$ cat src/rtl/assert_macros.svh
// assertion macros used by the scan sequencer (trgt_ctrl)
`ifndef ASSERT_MACROS_SVH
`define ASSERT_MACROS_SVH

// property must hold at every clock edge out of reset
`define TRGT_ASSERT(lbl, clk, rstn, prop) \
	lbl: assert property (@(posedge clk) disable iff (!(rstn)) (prop)) \
		else $error("trgt assertion failed");

// consequent must hold in the cycle after the antecedent
`define TRGT_ASSERT_NEXT(lbl, clk, rstn, ante, cons) \
	lbl: assert property (@(posedge clk) disable iff (!(rstn)) (ante) |=> (cons)) \
		else $error("trgt assertion failed");

`endif

$ cat src/rtl/trgt_pkg.sv
// shared types and constants for the trust record generation table
`default_nettype none
package trgt_pkg;

	// default table geometry
	localparam int RECORD_SLOTS_DEF = 16;
	localparam int KEY_BYTES_DEF    = 8;

	// operation codes
	localparam logic [1:0] OP_INSTALL = 2'd0;
	localparam logic [1:0] OP_REVOKE  = 2'd1;
	localparam logic [1:0] OP_QUERY   = 2'd2;

	// status codes
	localparam logic [1:0] ST_OK        = 2'd0;
	localparam logic [1:0] ST_FULL      = 2'd1;
	localparam logic [1:0] ST_EXHAUSTED = 2'd2;

	// generation counter saturation point
	localparam logic [63:0] GEN_MAX = 64'hFFFF_FFFF_FFFF_FFFF;

	typedef struct packed {
		logic [1:0]  op;
		logic [63:0] remote_key;
		logic [63:0] query_generation;
	} req_t;

	typedef struct packed {
		logic [1:0]  status;
		logic [63:0] new_generation;
		logic        is_current;
		logic        invalidate_valid;
		logic [63:0] invalidate_generation;
	} rsp_t;

	// command from the sequencer to the record store
	typedef struct packed {
		logic rd;
		logic wr;
		logic clr;
	} tbl_cmd_t;

endpackage
`default_nettype wire

$ cat src/rtl/trgt_table.sv
// record store: key and generation memories plus occupied flags
`default_nettype none
module trgt_table
	import trgt_pkg::*;
#(
	parameter int RECORD_SLOTS = RECORD_SLOTS_DEF,
	parameter int KEY_BYTES    = KEY_BYTES_DEF,
	localparam int IDX_W = (RECORD_SLOTS > 1) ? $clog2(RECORD_SLOTS) : 1,
	localparam int KEY_W = KEY_BYTES * 8
) (
	input  wire logic             clk,
	input  wire logic             arst_n,
	input  wire tbl_cmd_t         cmd,
	input  wire logic [IDX_W-1:0] rd_idx,
	input  wire logic [IDX_W-1:0] wr_idx,
	input  wire logic [KEY_W-1:0] wr_key,
	input  wire logic [63:0]      wr_gen,
	output logic [KEY_W-1:0]      rd_key,
	output logic [63:0]           rd_gen,
	output logic                  rd_occ
);

	logic [KEY_W-1:0]        keys_mem [RECORD_SLOTS];
	logic [63:0]             gens_mem [RECORD_SLOTS];
	logic [RECORD_SLOTS-1:0] occ_q;
	logic [KEY_W-1:0]        rd_key_q;
	logic [63:0]             rd_gen_q;
	logic                    rd_occ_q;

	// memory write port
	always_ff @(posedge clk) begin
		if (cmd.wr) begin
			keys_mem[wr_idx] <= wr_key;
			gens_mem[wr_idx] <= wr_gen;
		end
	end

	// registered read port
	always_ff @(posedge clk) begin
		if (cmd.rd) begin
			rd_key_q <= keys_mem[rd_idx];
			rd_gen_q <= gens_mem[rd_idx];
			rd_occ_q <= occ_q[rd_idx];
		end
	end

	// occupied flags, cleared at reset
	always_ff @(posedge clk or negedge arst_n) begin
		if (!arst_n) begin
			occ_q <= '0;
		end else if (cmd.wr) begin
			occ_q[wr_idx] <= 1'b1;
		end else if (cmd.clr) begin
			occ_q[wr_idx] <= 1'b0;
		end
	end

	assign rd_key = rd_key_q;
	assign rd_gen = rd_gen_q;
	assign rd_occ = rd_occ_q;

endmodule
`default_nettype wire

$ cat src/rtl/trgt_ctrl.sv
// scan sequencer with shared compare unit and generation counter
`default_nettype none
module trgt_ctrl
	import trgt_pkg::*;
#(
	parameter int RECORD_SLOTS = RECORD_SLOTS_DEF,
	parameter int KEY_BYTES    = KEY_BYTES_DEF,
	localparam int IDX_W = (RECORD_SLOTS > 1) ? $clog2(RECORD_SLOTS) : 1,
	localparam int KEY_W = KEY_BYTES * 8
) (
	input  wire logic             clk,
	input  wire logic             arst_n,
	input  wire logic             req_valid,
	output logic                  req_stall,
	input  wire req_t             req,
	output logic                  res_vld,
	input  wire logic             res_ok,
	output rsp_t                  res,
	output tbl_cmd_t              cmd,
	output logic [IDX_W-1:0]      rd_idx,
	output logic [IDX_W-1:0]      wr_idx,
	output logic [KEY_W-1:0]      wr_key,
	output logic [63:0]           wr_gen,
	input  wire logic [KEY_W-1:0] rd_key,
	input  wire logic [63:0]      rd_gen,
	input  wire logic             rd_occ
);
`include "assert_macros.svh"

	localparam logic [1:0] S_IDLE   = 2'd0;
	localparam logic [1:0] S_SCAN   = 2'd1;
	localparam logic [1:0] S_DECIDE = 2'd2;

	localparam logic [IDX_W-1:0] LAST_IDX = IDX_W'(RECORD_SLOTS - 1);

	logic [1:0]       state_q;
	logic [1:0]       op_q;
	logic [KEY_W-1:0] key_q;
	logic [63:0]      qgen_q;
	logic [IDX_W-1:0] scan_idx_q;
	logic             issue_done_q;
	logic             cmp_vld_q;
	logic [IDX_W-1:0] cmp_idx_q;
	logic             hit_q;
	logic [IDX_W-1:0] hit_idx_q;
	logic [63:0]      hit_gen_q;
	logic             free_q;
	logic [IDX_W-1:0] free_idx_q;
	logic [63:0]      last_gen_q;

	logic             accept;
	logic             fire;
	logic             key_eq;
	logic             wr_want;
	logic             clr_want;
	logic [63:0]      gen_next;

	assign req_stall = (state_q != S_IDLE);
	assign accept    = req_valid && !req_stall;
	assign res_vld   = (state_q == S_DECIDE);
	assign fire      = res_vld && res_ok;

	// shared compare and increment units
	assign key_eq   = rd_occ && (rd_key == key_q);
	assign gen_next = last_gen_q + 64'd1;

	// decision on the scan outcome
	always_comb begin
		res      = '0;
		wr_want  = 1'b0;
		clr_want = 1'b0;
		case (op_q)
			OP_INSTALL: begin
				if (!hit_q && !free_q) begin
					res.status = ST_FULL;
				end else if (last_gen_q == GEN_MAX) begin
					res.status = ST_EXHAUSTED;
				end else begin
					res.new_generation        = gen_next;
					res.invalidate_valid      = hit_q;
					res.invalidate_generation = hit_q ? hit_gen_q : 64'd0;
					wr_want                   = 1'b1;
				end
			end
			OP_REVOKE: begin
				if (hit_q) begin
					res.invalidate_valid      = 1'b1;
					res.invalidate_generation = hit_gen_q;
					clr_want                  = 1'b1;
				end
			end
			OP_QUERY: begin
				res.is_current = (qgen_q != 64'd0) && hit_q && (hit_gen_q == qgen_q);
			end
			default: begin
				res = '0;
			end
		endcase
	end

	// store commands
	always_comb begin
		cmd.rd  = (state_q == S_SCAN) && !issue_done_q;
		cmd.wr  = fire && wr_want;
		cmd.clr = fire && clr_want;
	end

	assign rd_idx = scan_idx_q;
	assign wr_idx = hit_q ? hit_idx_q : free_idx_q;
	assign wr_key = key_q;
	assign wr_gen = gen_next;

	// item capture
	always_ff @(posedge clk) begin
		if (accept) begin
			op_q   <= req.op;
			key_q  <= req.remote_key[KEY_W-1:0];
			qgen_q <= req.query_generation;
		end
	end

	// sequencer and scan bookkeeping
	always_ff @(posedge clk or negedge arst_n) begin
		if (!arst_n) begin
			state_q      <= S_IDLE;
			scan_idx_q   <= '0;
			issue_done_q <= 1'b0;
			cmp_vld_q    <= 1'b0;
			cmp_idx_q    <= '0;
			hit_q        <= 1'b0;
			hit_idx_q    <= '0;
			free_q       <= 1'b0;
			free_idx_q   <= '0;
			last_gen_q   <= '0;
		end else begin
			case (state_q)
				S_IDLE: begin
					if (accept) begin
						state_q      <= S_SCAN;
						scan_idx_q   <= '0;
						issue_done_q <= 1'b0;
						cmp_vld_q    <= 1'b0;
						hit_q        <= 1'b0;
						free_q       <= 1'b0;
					end
				end
				S_SCAN: begin
					// issue one slot read a cycle
					cmp_vld_q <= !issue_done_q;
					cmp_idx_q <= scan_idx_q;
					if (!issue_done_q) begin
						if (scan_idx_q == LAST_IDX) begin
							issue_done_q <= 1'b1;
						end else begin
							scan_idx_q <= scan_idx_q + IDX_W'(1);
						end
					end
					// compare the slot read last cycle
					if (cmp_vld_q) begin
						if (key_eq && !hit_q) begin
							hit_q     <= 1'b1;
							hit_idx_q <= cmp_idx_q;
						end
						if (!rd_occ && !free_q) begin
							free_q     <= 1'b1;
							free_idx_q <= cmp_idx_q;
						end
						if (cmp_idx_q == LAST_IDX) begin
							state_q <= S_DECIDE;
						end
					end
				end
				S_DECIDE: begin
					if (fire) begin
						state_q <= S_IDLE;
					end
					if (cmd.wr) begin
						last_gen_q <= gen_next;
					end
				end
				default: begin
					state_q <= S_IDLE;
				end
			endcase
		end
	end

	// generation of the matching record
	always_ff @(posedge clk) begin
		if ((state_q == S_SCAN) && cmp_vld_q && key_eq && !hit_q) begin
			hit_gen_q <= rd_gen;
		end
	end

	`TRGT_ASSERT_NEXT(a_gen_only_in_decide, clk, arst_n, state_q != S_DECIDE, $stable(last_gen_q))
	`TRGT_ASSERT(a_write_only_ok, clk, arst_n, !cmd.wr || (res.status == ST_OK && res.new_generation != 64'd0))
	`TRGT_ASSERT(a_inval_needs_hit, clk, arst_n, !(res_vld && res.invalidate_valid) || hit_q)
	`TRGT_ASSERT(a_no_write_and_clear, clk, arst_n, !(cmd.wr && cmd.clr))

endmodule
`default_nettype wire

$ cat src/rtl/trust_record_generation_table.sv
// channel   | handshake                 | payload
// req       | req_valid / req_stall     | req   (op, remote_key, query_generation)
// rsp       | rsp_valid / rsp_stall     | rsp   (status, generations, is_current, invalidate)
//
// an item passes through accept, one slot read per cycle through the single store read
// port, a compare of the last slot read, then the decision.
// the result sits in an output register, so the next item is taken while it waits.
// reset clears the occupied flags and the generation counter at once; no clearing pass.
// a stalled result holds the decision stage until the output register frees.
`default_nettype none
module trust_record_generation_table
	import trgt_pkg::*;
#(
	parameter int RECORD_SLOTS = RECORD_SLOTS_DEF,
	parameter int KEY_BYTES    = KEY_BYTES_DEF,
	localparam int IDX_W = (RECORD_SLOTS > 1) ? $clog2(RECORD_SLOTS) : 1,
	localparam int KEY_W = KEY_BYTES * 8
) (
	input  wire logic clk,
	input  wire logic arst_n,
	input  wire logic req_valid,
	output logic      req_stall,
	input  wire req_t req,
	output logic      rsp_valid,
	input  wire logic rsp_stall,
	output rsp_t      rsp
);

	tbl_cmd_t         cmd;
	logic [IDX_W-1:0] rd_idx;
	logic [IDX_W-1:0] wr_idx;
	logic [KEY_W-1:0] wr_key;
	logic [63:0]      wr_gen;
	logic [KEY_W-1:0] rd_key;
	logic [63:0]      rd_gen;
	logic             rd_occ;
	logic             res_vld;
	logic             res_ok;
	rsp_t             res;
	logic             rsp_valid_q;
	rsp_t             rsp_q;

	trgt_ctrl #(
		.RECORD_SLOTS(RECORD_SLOTS),
		.KEY_BYTES   (KEY_BYTES)
	) u_ctrl (
		.clk      (clk),
		.arst_n   (arst_n),
		.req_valid(req_valid),
		.req_stall(req_stall),
		.req      (req),
		.res_vld  (res_vld),
		.res_ok   (res_ok),
		.res      (res),
		.cmd      (cmd),
		.rd_idx   (rd_idx),
		.wr_idx   (wr_idx),
		.wr_key   (wr_key),
		.wr_gen   (wr_gen),
		.rd_key   (rd_key),
		.rd_gen   (rd_gen),
		.rd_occ   (rd_occ)
	);

	trgt_table #(
		.RECORD_SLOTS(RECORD_SLOTS),
		.KEY_BYTES   (KEY_BYTES)
	) u_table (
		.clk   (clk),
		.arst_n(arst_n),
		.cmd   (cmd),
		.rd_idx(rd_idx),
		.wr_idx(wr_idx),
		.wr_key(wr_key),
		.wr_gen(wr_gen),
		.rd_key(rd_key),
		.rd_gen(rd_gen),
		.rd_occ(rd_occ)
	);

	// output register free when empty or its beat leaves this cycle
	assign res_ok = !rsp_valid_q || !rsp_stall;

	always_ff @(posedge clk or negedge arst_n) begin
		if (!arst_n) begin
			rsp_valid_q <= 1'b0;
		end else if (res_ok) begin
			rsp_valid_q <= res_vld;
		end
	end

	always_ff @(posedge clk) begin
		if (res_ok && res_vld) begin
			rsp_q <= res;
		end
	end

	assign rsp_valid = rsp_valid_q;
	assign rsp       = rsp_q;

endmodule
`default_nettype wire

$ cat config.mk
export PLATFORM = sky130hd
export DESIGN_NAME = trust_record_generation_table
export DESIGN_NICKNAME = d
export VERILOG_FILES = /design/src/rtl/trgt_pkg.sv /design/src/rtl/trgt_table.sv /design/src/rtl/trgt_ctrl.sv /design/src/rtl/trust_record_generation_table.sv
export VERILOG_INCLUDE_DIRS = /design/src /design/src/rtl
export SDC_FILE = /design/constraint.sdc
export NUM_CORES = 2
export LEC_CHECK = 0
export BUFFER_PORTS_ARGS = -buffer_cell sky130_fd_sc_hd__buf_2
export CAP_MARGIN = 5
export CORE_MARGIN = 10
export CORE_UTILIZATION = 30
export DETAILED_ROUTE_END_ITERATION = 10
export GPL_TIMING_DRIVEN = 0
export SYNTH_ARGS = -nofsm -noshare
export SYNTH_HDL_FRONTEND = slang
export SYNTH_HIERARCHICAL = 1
export SYNTH_SLANG_ARGS = --single-unit
$ cat constraint.sdc
create_clock -name clk -period 25 [get_ports clk]
set_clock_uncertainty 0.2 [all_clocks]
set_input_delay 3.75 -clock clk [delete_from_list [all_inputs] [get_ports clk]]
set_output_delay 3.75 -clock clk [all_outputs]
set_load 0.01 [all_outputs]
==> impl.org <==
** Worst setup path
- Kind of critical path :: input pin to flop
- Required time of the critical path :: 25.33 ns
- Along the worst path, the maximum fanout reaches 16.
- For flop-to-flop paths, the worst setup slack is 18.93 ns.
- Data arrives at the worst endpoint at 8.20 ns.
- Crit path largest cell delay :: 1.04 ns
- Worst setup EP type :: flop
- Measured in cells, the most critical reg-to-reg path has a length of 9.
- The slowest stage of the critical path belongs to the cell sky130_fd_sc_hd__nor2_1.
- Worst r2r dst :: u_table/gens_mem[8][60]
- Start of the worst register-to-register path :: u_ctrl/op_q[0]
- STA classifies the critical path startpoint as an input pin.
- Counting stages on the worst path, the most repeated cell is sky130_fd_sc_hd__buf_16.
- Critical path cell sequence :: buf_2, nand2_1, and2_1, nand2_1, nor2_1, nand3b_1, nor2_4, buf_16, buf_16, buf_12, buf_16

** Synthesis
- The synthesized design contains 2503 enable-type register cells.
- The average instance in the mapped netlist occupies 20.80 um^2.
- Share of flip-flops with an asynchronous set or reset :: between 3 and 4%
- Syn Inst Count :: roughly 4800
- Top post-synthesis cells by area :: sky130_fd_sc_hd__edfxtp_1 76%, sky130_fd_sc_hd__mux4_2 9.9%, sky130_fd_sc_hd__dfrtp_1 2.6%, sky130_fd_sc_hd__a22oi_1 1.8%, sky130_fd_sc_hd__mux2i_1 1.7%
- Main synth FF type :: sky130_fd_sc_hd__edfxtp_1
- In this run the cell area of the synthesized design comes to 99180 um^2.
- Area share of the leading cell type in the synthesized netlist :: 75.79%
- Number of nets in the synthesized netlist :: 4903
- Synthesis instantiated 61 different standard cells from the library.
- Of all cell types, the one taking the most synthesized area is sky130_fd_sc_hd__edfxtp_1.
- Of the synthesized area, sequential elements account for 78.39%.
- Warnings, synthesis :: 6
- In this run, synthesis produced a sequential element count of 2606.

** GRT
- Antenna violations before repair :: 29
- Entering global routing, the biggest net connects 79 pins.
- For this run the aggregate overflow at the end of global routing stands at 0.
- Vias in the first global route :: 51842
- Global routing consumed, over all layers together, between 10% and 20% of the routing resources.
- First-pass GRT wire length :: 408600 um

** STA
- Number of failing setup endpoints in the final timing report :: 0
- Adding up every negative setup slack in the final design gives 0 ns.
- For this run, the top clock speed supported by timing is 127.1 MHz.
- RSZ-0062 raised after global routing :: false
- Share of the clock period used by the worst path after layout :: a little under a third
- Hold violation total from the final report :: 0
- For the finished layout, the period the worst path requires is 7.869 ns.
- Measured against its own limit, the worst slew margin works out to 4.938%.
- Transition time at the pin with the least slew margin :: 1.426 ns
- Number of pins with negative max-slew slack in the final report :: 0

** Clocking
- Buffer type at the clock tree root :: sky130_fd_sc_hd__clkbuf_16
- TritonCTS buffer count :: 269
- CTS tree :: yes
- In this run, post-CTS repair resized a total of 0 instances.
- After clock tree synthesis, the flow added hold-fix buffers numbering 0.
- H-tree depth :: 5
- Once the clock tree was built, the setup fixing pass inserted 0 buffers.
- For this design, the sink count on the clock tree is 2606.
- Clock latency at the later pin of the worst-skew pair :: approximately 0.85 ns
- CTS Buffer Depth :: 4
- After clock tree synthesis, the clock-pin slew on the worst setup and hold paths is approximately 0.060 ns.

** Flow run
- Max-cap violations in this run came to 0.

** Floorplanning
- The die is 595.0 um wide.
- Once the floorplan was initialized, standard cells occupied 30.08% of the core.
- Core area :: 329700 um^2
- After floorplanning, the core was divided into 211 placement rows.
- Die Span Y :: 595.0 um
- The die covers around 350000 um^2.
- Pin placement for this block handled between 200 and 300 I/O pins.

** Finish
- Area Growth Syn to Fin :: 19.51%
- Fraction of layout instances using a drive strength above 1 :: 26.75%
- Most common cell after layout, fill and taps aside :: sky130_fd_sc_hd__edfxtp_1
- Fill cells in the final layout number between 30000 and 40000.
- Fin area :: 118500 um^2
- Final #Nets :: 5635
- Leaving out fill and tap cells, the most frequent cells in the layout are 2503 x sky130_fd_sc_hd__edfxtp_1, 437 x sky130_fd_sc_hd__mux4_2, 341 x sky130_fd_sc_hd__buf_2.

** Hold path
- Sink of the worst hold path :: u_ctrl/hit_gen_q[17]
- In this run the worst hold path is classified as flop to flop.
- Worst min-delay path startpoint :: u_table/rd_gen[17]
- The worst hold path was traced through 0 stages.

** Detailed routing
- The first detailed-routing pass ran for 6 iterations.
- Wire length per cell after detailed routing :: 29.26 um
- Routed wire length :: 294800 um
- For this block, the initial DRC count from the detailed router was 6886.
- The detail route stage leaves a number of antenna-violating nets equal to 0.
- Detailed-route DRC error count :: 0
- Overall via count from detail_route :: 51682
- Dividing the detail-routed via count by the number of cells gives 5.131.

** Placed design
- Placed Area :: 109800 um^2
- During placement, the flow inserted port buffers numbering roughly 270.
- Once detailed placement completed, the half-perimeter wirelength came to 204600 um.
- Weighted congestion at the end of routability-driven global placement :: 0.8602

** Power and ir drop
- The analysis attributes to cell leakage a power of 39.71 nW.
- Total power per unit cell area :: approximately 100 nW/um^2
- Maximum ir drop on the vdd rail :: 0.05850 mV

** Status
- The flow ran to the end, and the final reports show no timing, DRC or antenna violations.
[per-layer routing]
layer  vias to the layer above  global-route usage [%]  share of wire, %
met5                         -                       0             0.016
met4                         8                   5.366               3.8
met3                       495                   2.939               8.3
met2                      2514                   26.34                48
met1                     27632                   21.35                40
li1                      21033                       -                 -
[area by class of cell]
class	count	area [um^2]	area share (%)
sequential	2606	77740	65.59
inverter	31	123.9	0.1045
antenna	5	12.51	0.01056
clock buffer	339	7232	6.102
multi-input combinational	1904	20590	17.38
clock inverter	135	1319	1.113
buffer	226	1264	1.066
tap	4366	5463	4.609
timing repair buffer	461	4773	4.027
[Yosys cell counts, types with 6 or more instances]
cell	count
sky130_fd_sc_hd__nor2b_1	63
sky130_fd_sc_hd__buf_2	75
sky130_fd_sc_hd__a22oi_1	236
sky130_fd_sc_hd__nand2b_1	6
sky130_fd_sc_hd__and3_1	38
sky130_fd_sc_hd__nor4_1	44
sky130_fd_sc_hd__mux2i_1	171
sky130_fd_sc_hd__buf_1	7
sky130_fd_sc_hd__inv_1	29
sky130_fd_sc_hd__nor2_1	61
sky130_fd_sc_hd__nand3_1	84
sky130_fd_sc_hd__nor3_1	54
sky130_fd_sc_hd__o221ai_1	20
sky130_fd_sc_hd__a21oi_1	42
sky130_fd_sc_hd__dfrtp_1	103
sky130_fd_sc_hd__buf_6	22
sky130_fd_sc_hd__a221oi_1	6
sky130_fd_sc_hd__edfxtp_1	2503
sky130_fd_sc_hd__o21ai_0	42
sky130_fd_sc_hd__and2_1	71
sky130_fd_sc_hd__nand2_1	160
sky130_fd_sc_hd__o22ai_1	8
sky130_fd_sc_hd__xnor2_1	118
sky130_fd_sc_hd__xor2_1	117
sky130_fd_sc_hd__clkbuf_1	79
sky130_fd_sc_hd__buf_4	40
sky130_fd_sc_hd__nand4_1	48
sky130_fd_sc_hd__mux4_2	437
sky130_fd_sc_hd__mux2_2	16
[cells by family (layout without fill, tap and decap cells)]
family | after synthesis | count (layout) | synth area share (%)
other cells | 0 | 5 | 0
compound gates | 374 | 374 | 2.659
buf+inv | 257 | 1192 | 1.389
flops | 2606 | 2606 | 78.39
xor+xnor | 235 | 235 | 2.075
mux | 625 | 625 | 11.84
simple gates | 668 | 668 | 3.622
fa+ha+maj | 2 | 2 | 0.02523
[power by group]
group	leakage (nW)	total, mW	internal, mW	switching (mW)
combinational	10.7	2.80	1.07	1.73
clock	4.18	3.96	2.29	1.68
sequential	24.8	5.15	5.03	0.123
total	39.7	11.9	8.39	3.53
[registers in the layout, indices dropped and copies added (netlist names), 64 cells and up, named ones only]
name / flops
rsp: 132
u_ctrl/hit_gen_q: 64
u_ctrl/last_gen_q: 64
u_ctrl/qgen_q: 64
u_ctrl/wr_key: 64
u_table/gens_mem: 1024
u_table/keys_mem: 1024
u_table/rd_gen: 64
u_table/rd_key: 64
[worst max path at each step]
stage,startpoint,end,slack [ns],depth (start not counted)
6_report,rsp_stall,u_table/gens_mem[8][60],17.13,11
5_1_grt,rsp_stall,u_table/gens_mem[8][61],17.16,11
4_1_cts,rsp_stall,u_table/gens_mem[8][36],17.40,11
3_5_place_dp,rsp_stall,u_table/gens_mem[8][61],16.52,11
3_3_place_gp,u_ctrl/state_q[1],u_ctrl/rd_idx[3],1.77,6
2_1_floorplan,u_ctrl/state_q[0],u_ctrl/rd_idx[3],13.55,6
[worst max-delay path, delay by kind of cell]
family / cells / cell delay (ns)
simple gates: 6 / 3.39
buf+inv: 5 / 0.96
[per-stage QoR]
| step | total power [mW] | setup WS [ns] | hold WS [ns] | util, % | instances |
|---|---|---|---|---|---|
| floorplan | 6.922 | 13.55 | 0.2003 | - | 4767 |
| global placement | 8.058 | 1.771 | 0.2005 | 32.14 | 9400 |
| detailed placement | 8.059 | 16.52 | 0.2045 | 33.31 | 9587 |
| CTS | 12.00 | 17.40 | 0.2116 | 35.90 | 10061 |
| global route | 12.31 | 17.16 | 0.2170 | 35.94 | 10068 |
| finish | 11.92 | 17.13 | 0.2117 | 35.94 | 10073 |
No activity file was read; power rests on OpenSTA's default activity.
